`src/hw/rtl/rgbc_ram.sv`:
```
// generic single-write, single-read ram with registered read data
module rgbc_ram #(
  parameter int WIDTH = 8,
  parameter int DEPTH = 16
) (
  input  logic                     clk,
  input  logic                     we,
  input  logic [$clog2(DEPTH)-1:0] waddr,
  input  logic [WIDTH-1:0]         wdata,
  input  logic [$clog2(DEPTH)-1:0] raddr,
  output logic [WIDTH-1:0]         rdata
);

  logic [WIDTH-1:0] mem [DEPTH];

  always_ff @(posedge clk) begin
    if (we) begin
      mem[waddr] <= wdata;
    end
    rdata <= mem[raddr];
  end

endmodule

```
`config.mk`:
```
export PLATFORM = sky130hd
export DESIGN_NAME = rgbc_ram
export DESIGN_NICKNAME = d
export VERILOG_FILES = /design/src/hw/rtl/rgbc_ram.sv
export SDC_FILE = /design/constraint.sdc
export NUM_CORES = 1
export LEC_CHECK = 0
export ABC_CLOCK_PERIOD_IN_PS = 2600
export BUFFER_PORTS_ARGS = -buffer_cell sky130_fd_sc_hd__buf_2
export CAP_MARGIN = 15
export CORE_ASPECT_RATIO = 1.1
export CORE_MARGIN = 3
export CORE_UTILIZATION = 25
export DETAILED_ROUTE_END_ITERATION = 6
export PLACE_DENSITY = 0.51
export REMOVE_ABC_BUFFERS = 1
export SLEW_MARGIN = 5
export SYNTH_ARGS = -nofsm -noshare
export SYNTH_HDL_FRONTEND = slang
export SYNTH_SLANG_ARGS = --single-unit
```
`constraint.sdc`:
```
create_clock -name clk -period 2.6 [get_ports clk]
set_input_delay 0.13 -clock clk [delete_from_list [all_inputs] [get_ports clk]]
set_output_delay 0.13 -clock clk [all_outputs]
set_load 0.005 [all_outputs]
```
==> flow_metrics.py <==
metrics = {
    "grt": {
        "antenna_found_initial": 0,
        "grt_pass1_wl_mm": 16.4,
        "overflow": 0,
        "grt.total_usage_pct": 10.6,
        "grt_pass1_vias": 2586,
        "grt_max_degree": 26,
    },
    "routing": {
        "viasPerCell": 4.44,
        "routed_wirelength_mm": 11.1,
        "initialDrtViolationCount": 220,
        "drc": 0,
        "postRouteAntennaNets": 0,
        "dr.pass1.iters": 4,
        "vias": 2432,
        "avgRoutedWirePerCell_um": 20.3,
    },
    "clock_tree": {
        "clk_pin_slew_ps": 50,
        "post-cts-setup-buffers": 0,
        "clk_path_buf_depth": 2,
        "cts_buffers": 17,
        "cts_tree": "yes",
        "cts-root-buf": "clkbuf_16",
        "cts_resized": 0,
        "cts_sinks": 136,
        "cts_htree_levels": 4,
        "ctsHoldBuffers": 0,
        "insertion_delay_ps": 410,
    },
    "timing": {
        "period_share_pct": 54.3,
        "finalSetupViolCount": 0,
        "hold_viol_final": 0,
        "worstMarginPinSlew_ps": 848,
        "clock.fmax_ghz": 0.708,
        "rsz0062_at_grt": "false",
        "fin_skew_ps": 3.93,
        "timing.final.ws_setup_ps": 1190,
        "holdWs_ps": 97.8,
        "final_max_slew_viol_count": 0,
        "tns_ps": 0,
        "slew_headroom_pct": 43.3,
        "post-route-min-period_ps": 1410,
    },
    "place": {
        "pre_cts_ws_ps": 725,
        "placed_area_sq_mm": 0.00567,
        "io_buffer_count": 25,
        "dp_cells": 517,
        "dp_hpwl_mm": 7.25,
        "gp_congestion": 0.728,
    },
    "logic_synthesis": {
        "synth_cell_types": 19,
        "syn_area_sq_mm": 0.00515,
        "synth.top_cell.area_share_pct": 74.7,
        "yosysWarnings": 0,
        "netlist_instances": 229,
        "post-synth-top-area-cell": "edfxtp_1",
        "synth_seq_area_share_pct": 77.8,
        "ys_top_cells_by_area": "edfxtp_1, mux4_2, mux4_1",
        "avgSynthCellArea_sq_um": 22.5,
        "synth-seq-cells": 136,
    },
    "finish": {
        "fin_cells": 548,
        "drive_gt1_share_pct": 31.4,
        "multi_input_area_sq_mm": 0.00106,
        "area_delta_synth_final_pct": 20.7,
        "fin_area_sq_mm": 0.00621,
        "seq_area_sq_mm": 0.00400,
        "final_nets": 302,
        "mostFrequentLayoutCell": "edfxtp_1",
        "diodes": 0,
        "final_cell_mix": "edfxtp_1, buf_2, buf_4",
        "num-fill-cells": 1940,
    },
    "power_and_ir_drop": {
        "cellLeakagePower_nw": 2.08,
        "p_per_area_mw_per_mm2": 782,
        "ir_drop_uv": 291,
    },
    "worst_hold_path": {
        "worstHoldStart": "wdata[5]",
        "worst_hold_path_type": "input pin to flop",
    },
    "worst_setup_path": {
        "crit_start": "raddr[0]",
        "slowest_stage": "mux4_1",
        "path_cells": "buf_2 -> buf_4 -> mux4_1 -> a22oi_1 -> nand2_1",
        "timing.rr.start": "mem[9][2]$_DFFE_PP_",
        "start_kind": "input pin",
        "critPathArrivalTime_ps": 1710,
        "crit_path_end_kind": "flop",
        "critPathMaxStageDelay_ps": 590,
        "cp_max_fo": 12,
        "worstPathRequired_ps": 2900,
        "crit_type": "input pin to flop",
    },
    "floorplan": {
        "die_area_sq_mm": 0.0223,
        "initial_utilization_pct": 25.7,
        "die_x_um": 143,
        "core_sq_mm": 0.0200,
        "die-height_um": 156,
        "row_count": 54,
        "pin_count": 26,
    },
    "run": {
        "drv_cap": 0,
    },
    "status": {
        "status": "finished clean",
    },
}
critical path: cells and delay by family:
kind                   cells  cell delay (ps)
buffers and inverters      2              670
AOI/OAI and AO/OA          1              240
muxes                      1              590
and+or+nand+nor            1               80
through the flow:
stage	total power, mW	utilization, %
2_1_floorplan	2.61	-
3_3_place_gp	2.74	28.4
3_5_place_dp	2.75	28.4
4_1_cts	4.91	31.1
5_1_grt	5.02	31.1
6_report	4.85	31.1
kinds of logic after synthesis:
| family | count (synthesis) | share of synthesized area, % |
|---|---|---|
| AOI/OAI and AO/OA | 16 | 2.33 |
| buffers and inverters | 10 | 1.68 |
| muxes | 32 | 15.0 |
| and+or+nand+nor | 35 | 3.18 |
| DFF | 136 | 77.8 |
cells in the mapped netlist (all sizes together):
master	n
and2	1
nor2	13
buf	7
nor2b	1
nor3	4
nand3	1
and2b	1
a22oi	16
nand2	9
or3b	1
mux4	32
clkdlybuf4s25	3
nand3b	2
dfxtp	8
nand2b	2
edfxtp	128
sequential cells by signal (all words and copies together), names as in the netlist:
signal and count:
mem 128, rdata 8
final timing paths:
| path | to | slack, ps | cells past startpoint |
|---|---|---|---|
| max | rdata[0]$_DFF_P_ | 1190 | 5 |
| min reg2reg | rdata[2]$_DFF_P_ | 670 | 3 |
| max reg2reg | rdata[2]$_DFF_P_ | 1250 | 3 |
| min | mem[15][5]$_DFFE_PP_ | 100 | 1 |
metal layers:
metal / vias up / routed length (um) / global-route usage [%]
li1: 1085 / - / -
met2: 56 / 5370 / 16.5
met3: 18 / 478 / 3.27
met1: 1273 / 5060 / 13.7
met5: - / 0 / 0
met4: 0 / 203 / 4.75
area by class of cell:
type                            count  share of cell area (%)
Sequential cell                   136                    64.5
Multi-Input combinational cell     83                    17.0
Clock buffer                       20                    7.35
Tap cell                          252                    5.08
Timing Repair Buffer               46                    4.75
Clock inverter                     11                    1.33
power breakdown:
part | internal, mW | total (mW) | leakage [nW] | switching, mW
Combinational | 0.0970 | 0.227 | 0.586 | 0.130
Sequential | 2.45 | 2.47 | 1.22 | 0.0142
Clock | 1.34 | 2.16 | 0.266 | 0.823
Total | 3.89 | 4.85 | 2.08 | 0.967
Power figures use the tool's default switching activity.
